<file path="src/sv/gfpt_pkg.sv">
`default_nettype none
package gfpt_pkg;

    // Width of the acceleration fields, two's complement.
    localparam int ACCEL_BITS = 12;

    // Indicator scaling: clamp to +/- DOT_LIMIT, then times DOT_SCALE over DOT_LIMIT.
    localparam int DOT_LIMIT  = 150;
    localparam int DOT_SCALE  = 67;
    localparam int DOT_SHIFT  = 21;
    // DOT_SCALE times the rounded-up reciprocal of DOT_LIMIT at DOT_SHIFT fraction bits.
    // Exact floor for every product up to DOT_LIMIT * DOT_SCALE.
    localparam int DOT_RECIP  = (((1 << DOT_SHIFT) + DOT_LIMIT - 1) / DOT_LIMIT) * DOT_SCALE;
    localparam int DOT_CLAMP_BITS = 8;
    localparam int DOT_MULT_BITS  = DOT_CLAMP_BITS + 20;

    localparam int STEP_BITS = $clog2(ACCEL_BITS);

    typedef struct packed {
        logic                         mode;
        logic                         sample_ok;
        logic signed [ACCEL_BITS-1:0] accel_x;
        logic signed [ACCEL_BITS-1:0] accel_y;
    } t_in_word;

    typedef struct packed {
        logic               data_valid;
        logic        [11:0] peak_total;
        logic        [11:0] peak_left;
        logic        [10:0] peak_right;
        logic        [11:0] peak_brake;
        logic signed [7:0]  dot_x;
        logic signed [7:0]  dot_y;
    } t_out_word;

    // Controller to datapath
    typedef struct packed {
        logic load;
        logic square;
        logic root_step;
        logic finish;
    } t_ctrl_cmd;

    // Datapath to controller
    typedef struct packed {
        logic quick;     // clear or failed read: no root needed
        logic out_free;  // output register can take a word this cycle
    } t_ctrl_sts;

endpackage
`default_nettype wire

</file>
<file path="src/sv/gfpt_ctrl.sv">
`default_nettype none
module gfpt_ctrl (
    input  wire logic                i_clk,
    input  wire logic                i_rst_n,
    input  wire logic                i_valid,
    output logic                     o_stall,
    input  wire gfpt_pkg::t_ctrl_sts i_sts,
    output gfpt_pkg::t_ctrl_cmd      o_cmd
);

    localparam logic [1:0] S_IDLE   = 2'd0;
    localparam logic [1:0] S_SQUARE = 2'd1;
    localparam logic [1:0] S_ROOT   = 2'd2;
    localparam logic [1:0] S_FINISH = 2'd3;

    localparam logic [gfpt_pkg::STEP_BITS-1:0] LAST_STEP =
        gfpt_pkg::STEP_BITS'(gfpt_pkg::ACCEL_BITS - 1);

    logic [1:0]                    r_state, n_state;
    logic [gfpt_pkg::STEP_BITS-1:0] r_step, n_step;

    assign o_stall = (r_state != S_IDLE);

    always_comb begin
        n_state = r_state;
        n_step  = r_step;
        o_cmd   = '0;
        unique case (r_state)
            S_IDLE: begin
                if (i_valid) begin
                    o_cmd.load = 1'b1;
                    n_state    = i_sts.quick ? S_FINISH : S_SQUARE;
                end
            end
            S_SQUARE: begin
                o_cmd.square = 1'b1;
                n_step       = '0;
                n_state      = S_ROOT;
            end
            S_ROOT: begin
                o_cmd.root_step = 1'b1;
                n_step          = r_step + 1'b1;
                if (r_step == LAST_STEP) begin
                    n_state = S_FINISH;
                end
            end
            S_FINISH: begin
                if (i_sts.out_free) begin
                    o_cmd.finish = 1'b1;
                    n_state      = S_IDLE;
                end
            end
            default: begin
                n_state = S_IDLE;
            end
        endcase
    end

    always_ff @(posedge i_clk) begin
        if (!i_rst_n) begin
            r_state <= S_IDLE;
            r_step  <= '0;
        end else begin
            r_state <= n_state;
            r_step  <= n_step;
        end
    end

endmodule
`default_nettype wire

</file>
<file path="src/sv/gfpt_dp.sv">
`default_nettype none
module gfpt_dp (
    input  wire logic                i_clk,
    input  wire logic                i_rst_n,
    input  wire gfpt_pkg::t_in_word  i_word,
    input  wire logic                i_stall,
    output logic                     o_valid,
    output gfpt_pkg::t_out_word      o_word,
    input  wire gfpt_pkg::t_ctrl_cmd i_cmd,
    output gfpt_pkg::t_ctrl_sts      o_sts
);

    localparam int A = gfpt_pkg::ACCEL_BITS;
    localparam int CB = gfpt_pkg::DOT_CLAMP_BITS;
    localparam int MB = gfpt_pkg::DOT_MULT_BITS;

    // captured sample
    logic                r_mode, r_ok;
    logic                r_x_neg, r_y_neg;
    logic [A-1:0]        r_ax, r_ay;

    // root unit: radicand shifts out two bits per step
    logic [2*A-1:0]      r_sum;
    logic [A+1:0]        r_rem;
    logic [A-1:0]        r_root;

    // peak hold
    logic [A-1:0]        r_tot, r_left, r_right, r_brake;
    logic [A-1:0]        n_tot, n_left, n_right, n_brake;

    logic                r_out_valid;
    gfpt_pkg::t_out_word r_out, n_out;

    logic [A-1:0]        in_ax, in_ay;
    logic [2*A-1:0]      sq_x, sq_y;
    logic [A+3:0]        rem_sh, trial, rem_diff;
    logic                take;
    logic signed [7:0]   mag_x, mag_y;

    function automatic logic [A-1:0] abs_of(input logic [A-1:0] v);
        return v[A-1] ? (~v + 1'b1) : v;
    endfunction

    // floor(min(a,150) * 67 / 150)
    function automatic logic signed [7:0] dot_mag(input logic [A-1:0] a);
        logic [CB-1:0] c;
        logic [MB-1:0] p;
        c = (a > A'(gfpt_pkg::DOT_LIMIT)) ? CB'(gfpt_pkg::DOT_LIMIT) : a[CB-1:0];
        p = MB'(c) * MB'(gfpt_pkg::DOT_RECIP);
        return 8'(p >> gfpt_pkg::DOT_SHIFT);
    endfunction

    function automatic logic [11:0] sat12(input logic [A-1:0] v);
        return (v > A'(12'hFFF)) ? 12'hFFF : v[11:0];
    endfunction

    function automatic logic [10:0] sat11(input logic [A-1:0] v);
        return (v > A'(11'h7FF)) ? 11'h7FF : v[10:0];
    endfunction

    assign in_ax = abs_of(i_word.accel_x);
    assign in_ay = abs_of(i_word.accel_y);
    assign sq_x  = {{A{1'b0}}, r_ax} * {{A{1'b0}}, r_ax};
    assign sq_y  = {{A{1'b0}}, r_ay} * {{A{1'b0}}, r_ay};

    assign rem_sh   = {r_rem, r_sum[2*A-1 -: 2]};
    assign trial    = {2'b00, r_root, 2'b01};
    assign take     = (rem_sh >= trial);
    assign rem_diff = rem_sh - trial;

    assign o_sts.quick    = i_word.mode | ~i_word.sample_ok;
    assign o_sts.out_free = ~r_out_valid | ~i_stall;

    assign mag_x = dot_mag(r_ax);
    assign mag_y = dot_mag(r_ay);

    always_comb begin
        n_tot   = r_tot;
        n_left  = r_left;
        n_right = r_right;
        n_brake = r_brake;
        n_out   = '0;
        priority if (r_mode) begin
            n_tot            = '0;
            n_left           = '0;
            n_right          = '0;
            n_brake          = '0;
            n_out.data_valid = 1'b1;
        end else if (!r_ok) begin
            n_out.data_valid = 1'b0;
        end else begin
            if (r_root > r_tot)                n_tot   = r_root;
            if (r_x_neg && r_ax > r_left)      n_left  = r_ax;
            if (!r_x_neg && r_ax != '0 && r_ax > r_right) n_right = r_ax;
            if (r_y_neg && r_ay > r_brake)     n_brake = r_ay;
            n_out.data_valid = 1'b1;
            n_out.peak_total = sat12(n_tot);
            n_out.peak_left  = sat12(n_left);
            n_out.peak_right = sat11(n_right);
            n_out.peak_brake = sat12(n_brake);
            n_out.dot_x      = r_x_neg ? -mag_x : mag_x;
            n_out.dot_y      = r_y_neg ? mag_y : -mag_y;
        end
    end

    always_ff @(posedge i_clk) begin
        if (i_cmd.load) begin
            r_mode  <= i_word.mode;
            r_ok    <= i_word.sample_ok;
            r_x_neg <= i_word.accel_x[A-1];
            r_y_neg <= i_word.accel_y[A-1];
            r_ax    <= in_ax;
            r_ay    <= in_ay;
        end
        if (i_cmd.square) begin
            r_sum  <= sq_x + sq_y;
            r_rem  <= '0;
            r_root <= '0;
        end else if (i_cmd.root_step) begin
            r_sum  <= {r_sum[2*A-3:0], 2'b00};
            r_rem  <= take ? rem_diff[A+1:0] : rem_sh[A+1:0];
            r_root <= {r_root[A-2:0], take};
        end
        if (i_cmd.finish) begin
            r_out <= n_out;
        end
    end

    always_ff @(posedge i_clk) begin
        if (!i_rst_n) begin
            r_tot       <= '0;
            r_left      <= '0;
            r_right     <= '0;
            r_brake     <= '0;
            r_out_valid <= 1'b0;
        end else begin
            if (i_cmd.finish) begin
                r_tot   <= n_tot;
                r_left  <= n_left;
                r_right <= n_right;
                r_brake <= n_brake;
            end
            if (i_cmd.finish) begin
                r_out_valid <= 1'b1;
            end else if (!i_stall) begin
                r_out_valid <= 1'b0;
            end
        end
    end

    assign o_valid = r_out_valid;
    assign o_word  = r_out;

endmodule
`default_nettype wire

</file>
<file path="src/sv/gforce_peak_tracker.sv">
`default_nettype none
// G-force peak tracker. Each input word carries one lateral (x) and one
// longitudinal (y) acceleration sample in hundredths of g plus a mode bit and
// a sensor-ok bit; each accepted word yields exactly one output word. In normal
// mode the block takes floor(sqrt(x*x + y*y)) as total magnitude and updates
// four peak-hold registers: total, left (x < 0), right (x > 0) and braking
// (y < 0). It also reports an indicator position: each axis clamped to +/-150,
// scaled by 67/150 truncating toward zero, with y negated. Mode = 1 zeroes all
// peaks and returns a valid word of zeros. A failed read (sample_ok = 0) leaves
// the peaks alone and returns data_valid = 0 with all other fields zero.
// Timing: a normal sample passes through the capture cycle that ends at the
// accepting edge, a squaring step, 12 root iterations that retire one result
// bit each on a shared compare/subtract, and an update step that registers its
// output word; the next word can be taken only after that update. Clear and
// failed-read words go from capture straight to the update step. One word is
// in flight at a time; a finished word waits in the output register while the
// next is accepted, and the update step holds only if that register is still
// full and stalled.
module gforce_peak_tracker (
    input  wire logic               i_clk,
    input  wire logic               i_rst_n,
    // sample channel
    input  wire logic               i_valid,
    output logic                    o_stall,
    input  wire gfpt_pkg::t_in_word i_word,
    // result channel
    output logic                    o_valid,
    input  wire logic               i_stall,
    output gfpt_pkg::t_out_word     o_word
);

    gfpt_pkg::t_ctrl_cmd cmd;
    gfpt_pkg::t_ctrl_sts sts;

    // sequencing: capture, square, root iterations, peak update
    gfpt_ctrl u_ctrl (
        .i_clk   (i_clk),
        .i_rst_n (i_rst_n),
        .i_valid (i_valid),
        .o_stall (o_stall),
        .i_sts   (sts),
        .o_cmd   (cmd)
    );

    // magnitude, peak hold, indicator scaling and the output register
    gfpt_dp u_dp (
        .i_clk   (i_clk),
        .i_rst_n (i_rst_n),
        .i_word  (i_word),
        .i_stall (i_stall),
        .o_valid (o_valid),
        .o_word  (o_word),
        .i_cmd   (cmd),
        .o_sts   (sts)
    );

endmodule
`default_nettype wire
</file>
<file path="config.mk">
export PLATFORM = sky130hd
export DESIGN_NAME = gforce_peak_tracker
export DESIGN_NICKNAME = d
export VERILOG_FILES = /design/src/sv/gfpt_pkg.sv /design/src/sv/gfpt_ctrl.sv /design/src/sv/gfpt_dp.sv /design/src/sv/gforce_peak_tracker.sv
export SDC_FILE = /design/constraint.sdc
export NUM_CORES = 1
export LEC_CHECK = 0
export BUFFER_PORTS_ARGS = -buffer_cell sky130_fd_sc_hd__clkbuf_2
export CORE_MARGIN = 8
export CORE_UTILIZATION = 35
export CTS_BUF_LIST = sky130_fd_sc_hd__clkbuf_4 sky130_fd_sc_hd__clkbuf_8
export DETAILED_ROUTE_END_ITERATION = 12
export SLEW_MARGIN = 20
export SYNTH_ARGS = -nofsm -noshare
export SYNTH_HDL_FRONTEND = slang
export SYNTH_SLANG_ARGS = --single-unit
</file>
<file path="constraint.sdc">
create_clock -name i_clk -period 6.4 [get_ports i_clk]
set_input_delay 0.32 -clock i_clk [delete_from_list [all_inputs] [get_ports i_clk]]
set_output_delay 0.32 -clock i_clk [all_outputs]
set_load 0.1 [all_outputs]
</file>
* Word level (Yosys, flattened, before mapping)
Index checks and enable logic that the tools add are counted.
** Word-level totals
- Word-level logic and storage cells :: 130
- Input bits :: 30
- Register bits :: 197
** Cells by class
- Bitwise logic cells :: 9
- Order comparisons :: 11
- Reductions and logical operators :: 16
- Add/sub/neg operators :: 7
- Multiply operators :: 4
- Eq/ne operators :: 8
- Multiplexer cells :: 48
** Operators with widths (count)
- $mux 12 :: 23
- $mul 8x19->27 const B :: 2
- $gt 12x12->1 :: 4
- $mul 12x12->24 :: 2
- $mux 24 :: 2
- $gt 12x12->1 const B :: 3
- $mux 11 :: 3
- $add 12x1->12 const B :: 2
- $add 24x24->24 :: 1
- $gt 12x8->1 const B :: 2
- $not 12->12 :: 2
- $ge 16x14->1 :: 1
- $mux 8 :: 2
- $neg 7->8 :: 2
- $mux 14 :: 1
- $mux 7 :: 2
- $sub 14x14->14 :: 1
- $gt 12x11->1 const B :: 1
- $reduce_bool 12->1 :: 1
- $mux 1 :: 9
- $mux 2 :: 4
- $pmux 2 s4 :: 1
- $pmux 4 s2 :: 1
- $reduce_bool 2->1 :: 4
- 15 further kinds :: 27

* Longest topological paths before layout
- Depth in word-level cells :: 8
- Mapped depth :: 28
- Mapped depth without buffers :: 27

* Modules after synthesis
Synthesis repeated with hierarchy kept, for this count alone.
** Unflattened totals
- Cells, all modules :: 2536
- Area total of the unflattened synthesis :: 23268.6 um2
** Modules (own cells, without submodules)
- gfpt_dp :: times used 1, area each 22874.4 um2, cells each 2493
- gfpt_ctrl :: times used 1, area each 394.1 um2, cells each 43

* Worst setup path after synthesis
OpenSTA, ideal clock, no wires.
- Path type :: register to register
- Start point :: register u_dp.r_ay[5]
- End point :: register u_dp.r_sum[23], data pin
- Data arrival time :: 6716 ps
- Cell stages (with the launch flop) :: 26
- Required time :: 6140 ps
- Path buffers :: 2
- Library setup time :: 260 ps
- Period minus slack after synthesis :: 6976 ps
- Setup slack :: -576 ps
- Cell sequence :: edfxtp_1 clkbuf_1 clkbuf_1 nand2_1 fa_1 inv_1 fa_1 inv_1 fa_1 fa_1 inv_1 fa_1 fa_1 inv_1 fa_1 inv_1 ha_1 and3_1 nand3_1 nor4_1 nor2_1 a31oi_1 a211o_1 a21oi_1 xnor2_1 mux2_2
** Between the ends
- Longest elaborated chain between the ends :: 3
** RTL lines
- start: declaration :: RTL line gfpt_dp.sv:20 : logic [A-1:0] r_ax, r_ay;
- start signal: assignment :: RTL line gfpt_dp.sv:113 : r_ay <= in_ay;
- $mul 12x12->24 :: RTL line gfpt_dp.sv:64 : assign sq_y = {{A{1'b0}}, r_ay} * {{A{1'b0}}, r_ay};
- $add 24x24->24 :: RTL line gfpt_dp.sv:116 : r_sum <= sq_x + sq_y;
- $mux 24 :: RTL line gfpt_dp.sv:115 : if (i_cmd.square) begin
- end signal: assignment :: RTL line gfpt_dp.sv:116
- end signal: assignment :: RTL line gfpt_dp.sv:120 : r_sum <= {r_sum[2*A-3:0], 2'b00};
- end: declaration :: RTL line gfpt_dp.sv:23 : logic [2*A-1:0] r_sum;
Every way passes these cells.
A chain may end at the register's enable or synchronous reset.

* Worst setup path in the final report
- Start point :: register u_dp.r_ax[1]
- End point :: register u_dp.r_sum[23], data pin
** Between the ends
- Longest elaborated chain between the ends :: 3
** RTL lines
- start: declaration :: RTL line gfpt_dp.sv:20
- start signal: assignment :: RTL line gfpt_dp.sv:112 : r_ax <= in_ax;
- $mul 12x12->24 :: RTL line gfpt_dp.sv:63 : assign sq_x = {{A{1'b0}}, r_ax} * {{A{1'b0}}, r_ax};
- $add 24x24->24 :: RTL line gfpt_dp.sv:116
- $mux 24 :: RTL line gfpt_dp.sv:115
Every way passes these cells.

==> metrics.txt <==
# TYPE chip_impl_metric gauge
chip_impl_metric{name="worstPathRequired",unit="ns"} 6.77
chip_impl_metric{name="stdcell_count",unit=""} 3549
chip_impl_metric{name="drc_errors",unit=""} 0
chip_impl_metric{name="fp.dieW",unit="um"} 271
chip_impl_metric{name="synthSimpleGateAreaFrac",unit=""} 0.118
chip_impl_metric{name="syn2layout_area_growth",unit="%"} 20.2
chip_impl_metric{name="detailedRoute.firstPassIterationCount",unit=""} 5
chip_impl_metric{name="antenna_found_initial",unit=""} 1
chip_impl_info{name="worst_setup_path_end_kind",value="register"} 1
chip_impl_metric{name="ctsHtreeMaxLevel",unit=""} 4
chip_impl_metric{name="pin_count_of_the_biggest_net_entering_global_routing",unit=""} 64
chip_impl_metric{name="multi_input_comb_area",unit="sq um"} 16200
chip_impl_metric{name="layout_setup_ws",unit="ns"} -0.230
chip_impl_metric{name="drv_slew",unit=""} 0
chip_impl_metric{name="initial_core_util",unit=""} 0.353
chip_impl_info{name="path_class",value="register to register"} 1
chip_impl_metric{name="globalRouteTotalUtil",unit=""} 0.162
chip_impl_info{name="main_synth_ff_type",value="sky130_fd_sc_hd__edfxtp_1"} 1
chip_impl_metric{name="final-hold-violation-count",unit=""} 0
chip_impl_metric{name="die_area",unit="sq um"} 73500
chip_impl_metric{name="globalRoute.totalOverflow",unit=""} 0
chip_impl_metric{name="maximum_clock_skew_at_final_layout",unit="ns"} 0.0292
chip_impl_metric{name="max_cap_violations",unit=""} 0
chip_impl_metric{name="synth.distinct_cells",unit=""} 84
chip_impl_metric{name="max-slew-margin-rel",unit=""} 0.294
chip_impl_metric{name="cts_buffers",unit=""} 17
chip_impl_metric{name="ff_latch_area",unit="sq um"} 5100
chip_impl_metric{name="post_synth_fa_ha_maj_area_fraction",unit=""} 0.391
chip_impl_metric{name="drt-initial-drc-count",unit=""} 936
chip_impl_metric{name="synth-seq-area-share",unit=""} 0.224
chip_impl_metric{name="final_period_minus_worst_setup_slack",unit="ns"} 6.63
chip_impl_metric{name="final_antenna_net_count",unit=""} 0
chip_impl_info{name="grt_setup_unrepaired",value="yes"} 1
chip_impl_metric{name="final_wirelength",unit="um"} 59100
chip_impl_metric{name="synthXorXnorAreaFrac",unit=""} 0.0391
chip_impl_metric{name="max_slew.worst_pin.slew",unit="ns"} 1.06
chip_impl_metric{name="fillers",unit=""} 6150
chip_impl_metric{name="detailed_place_hpwl",unit="um"} 47600
chip_impl_metric{name="synth_compound_gate_area_share",unit=""} 0.107
chip_impl_metric{name="synth.cell_area",unit="sq um"} 22800
chip_impl_metric{name="post_synth_inst_count",unit=""} 2381
chip_impl_metric{name="post_synth_mux_area_share",unit=""} 0.0212
chip_impl_metric{name="design_area",unit="sq um"} 27400
chip_impl_metric{name="row_count",unit=""} 93
chip_impl_info{name="critical_path.startpoint_type",value="register"} 1
chip_impl_info{name="dominant_combinational_cell_family_by_area_after_synthesis",value="adder cells"} 1
chip_impl_metric{name="die-height",unit="um"} 271
chip_impl_info{name="run_status",value="finished with violations"} 1
chip_impl_info{name="post-synth-top-area-cell",value="sky130_fd_sc_hd__fa_1"} 1
chip_impl_metric{name="finalSetupViolations",unit=""} 8
chip_impl_metric{name="regToRegSetupSlack",unit="ns"} -0.23
chip_impl_info{name="failed_checks",value="setup timing"} 1
chip_impl_metric{name="ioPinCount",unit=""} 96
chip_impl_metric{name="synth-edff-count",unit=""} 116
chip_impl_metric{name="postSynthAreaPerCell",unit="sq um"} 9.57
chip_impl_metric{name="ff_latch_count_synth",unit=""} 197
chip_impl_metric{name="cts.sinks",unit=""} 197
chip_impl_metric{name="postSynth.asyncResetShare",unit=""} 0
chip_impl_info{name="top_area_cells_in_the_synthesized_netlist",value="sky130_fd_sc_hd__fa_1 23%, sky130_fd_sc_hd__ha_1 16%, sky130_fd_sc_hd__edfxtp_1 15%, sky130_fd_sc_hd__inv_1 8.5%, sky130_fd_sc_hd__dfxtp_1 7.1%"} 1
chip_impl_metric{name="post_drt_wl_per_cell",unit="um"} 16.6
chip_impl_metric{name="first_global_vias",unit=""} 18100
chip_impl_info{name="tritoncts",value="built"} 1
chip_impl_metric{name="critPathArrivalTime",unit="ns"} 7.00
chip_impl_metric{name="max_clock_freq",unit="MHz"} 151
chip_impl_metric{name="vias_per_cell",unit=""} 4.85
chip_impl_metric{name="core_region_area",unit="sq um"} 64500
chip_impl_metric{name="portBuffers",unit=""} 95
chip_impl_metric{name="dpl-instance-area",unit="sq um"} 25900
chip_impl_info{name="clk_root_buffer_cell",value="sky130_fd_sc_hd__clkbuf_8"} 1
chip_impl_info{name="synth_commonest_cells",value="518 x sky130_fd_sc_hd__inv_1, 297 x sky130_fd_sc_hd__ha_1, 259 x sky130_fd_sc_hd__fa_1"} 1
chip_impl_metric{name="yosysWarningCount",unit=""} 0
chip_impl_metric{name="portion_of_the_clock_cycle_consumed_by_the_worst_path_in_the_final_layout",unit=""} 1.04
chip_impl_metric{name="globalplace.congestion",unit=""} 0.906
chip_impl_metric{name="critical_path_peak_fanout",unit=""} 5
chip_impl_metric{name="detailroute.via_count",unit=""} 17200
chip_impl_metric{name="synth_top_cell_area_share",unit=""} 0.228
chip_impl_metric{name="nNetsFinal",unit=""} 3266
chip_impl_metric{name="worstSkewPairLatency",unit="ns"} 0.60
chip_impl_metric{name="placed_cells_incl_taps",unit=""} 3445
chip_impl_metric{name="clk_pin_slew_worst_paths",unit="ns"} 0.14
chip_impl_metric{name="grt_first_pass_wirelength",unit="um"} 95900
chip_impl_metric{name="ctsLongestPathBuffers",unit=""} 2
chip_impl_info{name="yosys.cell_count.top_type",value="sky130_fd_sc_hd__inv_1"} 1
chip_impl_info{name="timing.hold.worst.class",value="primary input to register"} 1
chip_impl_metric{name="drive_above_1_share",unit=""} 0.226
worst max-delay path, cell delays in order, from the launching register on:
cell and delay, ns:
sky130_fd_sc_hd__edfxtp_1 0.50, sky130_fd_sc_hd__buf_6 0.20, sky130_fd_sc_hd__buf_4 0.13, sky130_fd_sc_hd__and2_4 0.16, sky130_fd_sc_hd__fa_1 0.50, sky130_fd_sc_hd__inv_1 0.05
sky130_fd_sc_hd__fa_1 0.53, sky130_fd_sc_hd__inv_1 0.04, sky130_fd_sc_hd__ha_1 0.18, sky130_fd_sc_hd__fa_1 0.48, sky130_fd_sc_hd__inv_1 0.05, sky130_fd_sc_hd__fa_1 0.53
sky130_fd_sc_hd__inv_1 0.05, sky130_fd_sc_hd__fa_1 0.51, sky130_fd_sc_hd__fa_1 0.47, sky130_fd_sc_hd__ha_4 0.28, sky130_fd_sc_hd__buf_4 0.15, sky130_fd_sc_hd__a2111oi_4 0.41
sky130_fd_sc_hd__nor4_2 0.08, sky130_fd_sc_hd__nor2_1 0.20, sky130_fd_sc_hd__a31oi_2 0.15, sky130_fd_sc_hd__a211o_1 0.29, sky130_fd_sc_hd__a21oi_2 0.13, sky130_fd_sc_hd__xnor2_1 0.07
sky130_fd_sc_hd__mux2_2 0.27
routing by layer:
layer | up-vias | global-route usage | share of wire
met1 | 8511 | 0.222 | 0.47
met4 | 0 | 0.0378 | 0.019
met2 | 310 | 0.265 | 0.47
met3 | 58 | 0.0271 | 0.038
met5 | - | 0 | 0
li1 | 8334 | - | -
registers in the layout, indices dropped and copies added, names as in the netlist:
signal / cells
u_ctrl.r_state: 2
u_dp.r_ax: 12
u_ctrl.r_step: 4
u_dp.r_sum: 24
u_dp.r_right: 12
u_dp.o_valid: 1
u_dp.r_x_neg: 1
u_dp.r_y_neg: 1
u_dp.r_rem: 14
u_dp.r_left: 12
u_dp.r_ok: 1
u_dp.r_tot: 12
u_dp.r_ay: 12
u_dp.r_root: 12
u_dp.r_brake: 12
u_dp.o_word: 64
u_dp.r_mode: 1
final cells by class:
class,count,area share
clock inverter,14,0.00594
clock buffer,18,0.00882
sequential,197,0.186
timing repair buffer,364,0.0983
antenna,1,0.0000913
tap,855,0.0391
inverter,519,0.0713
multi-input combinational,1581,0.590
worst paths after layout:
| path | start | cells past startpoint | end |
|---|---|---|---|
| min reg2reg | u_dp.r_brake[2] | 1 | u_dp.r_brake[2] |
| min | i_word[10] | 2 | u_dp.r_ay[11] |
| max | u_dp.r_ax[1] | 24 | u_dp.r_sum[23] |
| max reg2reg | u_dp.r_ax[1] | 24 | u_dp.r_sum[23] |
cells by family after synthesis:
kind of cell	Yosys count
xor+xnor	100
buf+inv	605
other cells	2
fa+ha+maj	556
mux	45
flops	197
simple gates	542
compound gates	334
placed cells by master, fill, tap and decap left out, drive strengths merged, types with 46 or more instances in the layout:
| master | Yosys | final |
|---|---|---|
| a21o | 46 | 46 |
| a21oi | 68 | 68 |
| and2 | 82 | 82 |
| buf | 14 | 263 |
| clkbuf | 72 | 113 |
| dfxtp | 81 | 81 |
| edfxtp | 116 | 116 |
| fa | 259 | 259 |
| ha | 297 | 297 |
| inv | 518 | 524 |
| nand2 | 122 | 122 |
| nor2 | 151 | 151 |
| xnor2 | 68 | 68 |
stage by stage:
step	worst slack [ns]	util	hold WS (ns)	setup TNS, ns
floorplan	-0.00388	-	0.419	-0.00388
detailed placement	-0.311	0.402	0.456	-1.88
global route	-0.430	0.425	0.0237	-3.24
CTS	-0.210	0.417	0.00000672	-1.16
global placement	-0.286	0.402	0.457	-1.64
finish	-0.230	0.425	0.0589	-1.21
what timing repair did:
action	CTS	global route
setup buffers	41	28
endpoints found under the hold margin	6	0
hold buffers	6	0
gates resized for setup	61	87
pin swaps	67	73
gates cloned	0	1
endpoints found under the setup margin	12	24
Power is left out: the tool's default activity adds up to more than one toggle a clock period on the data nets, which glitch-free logic cannot reach.
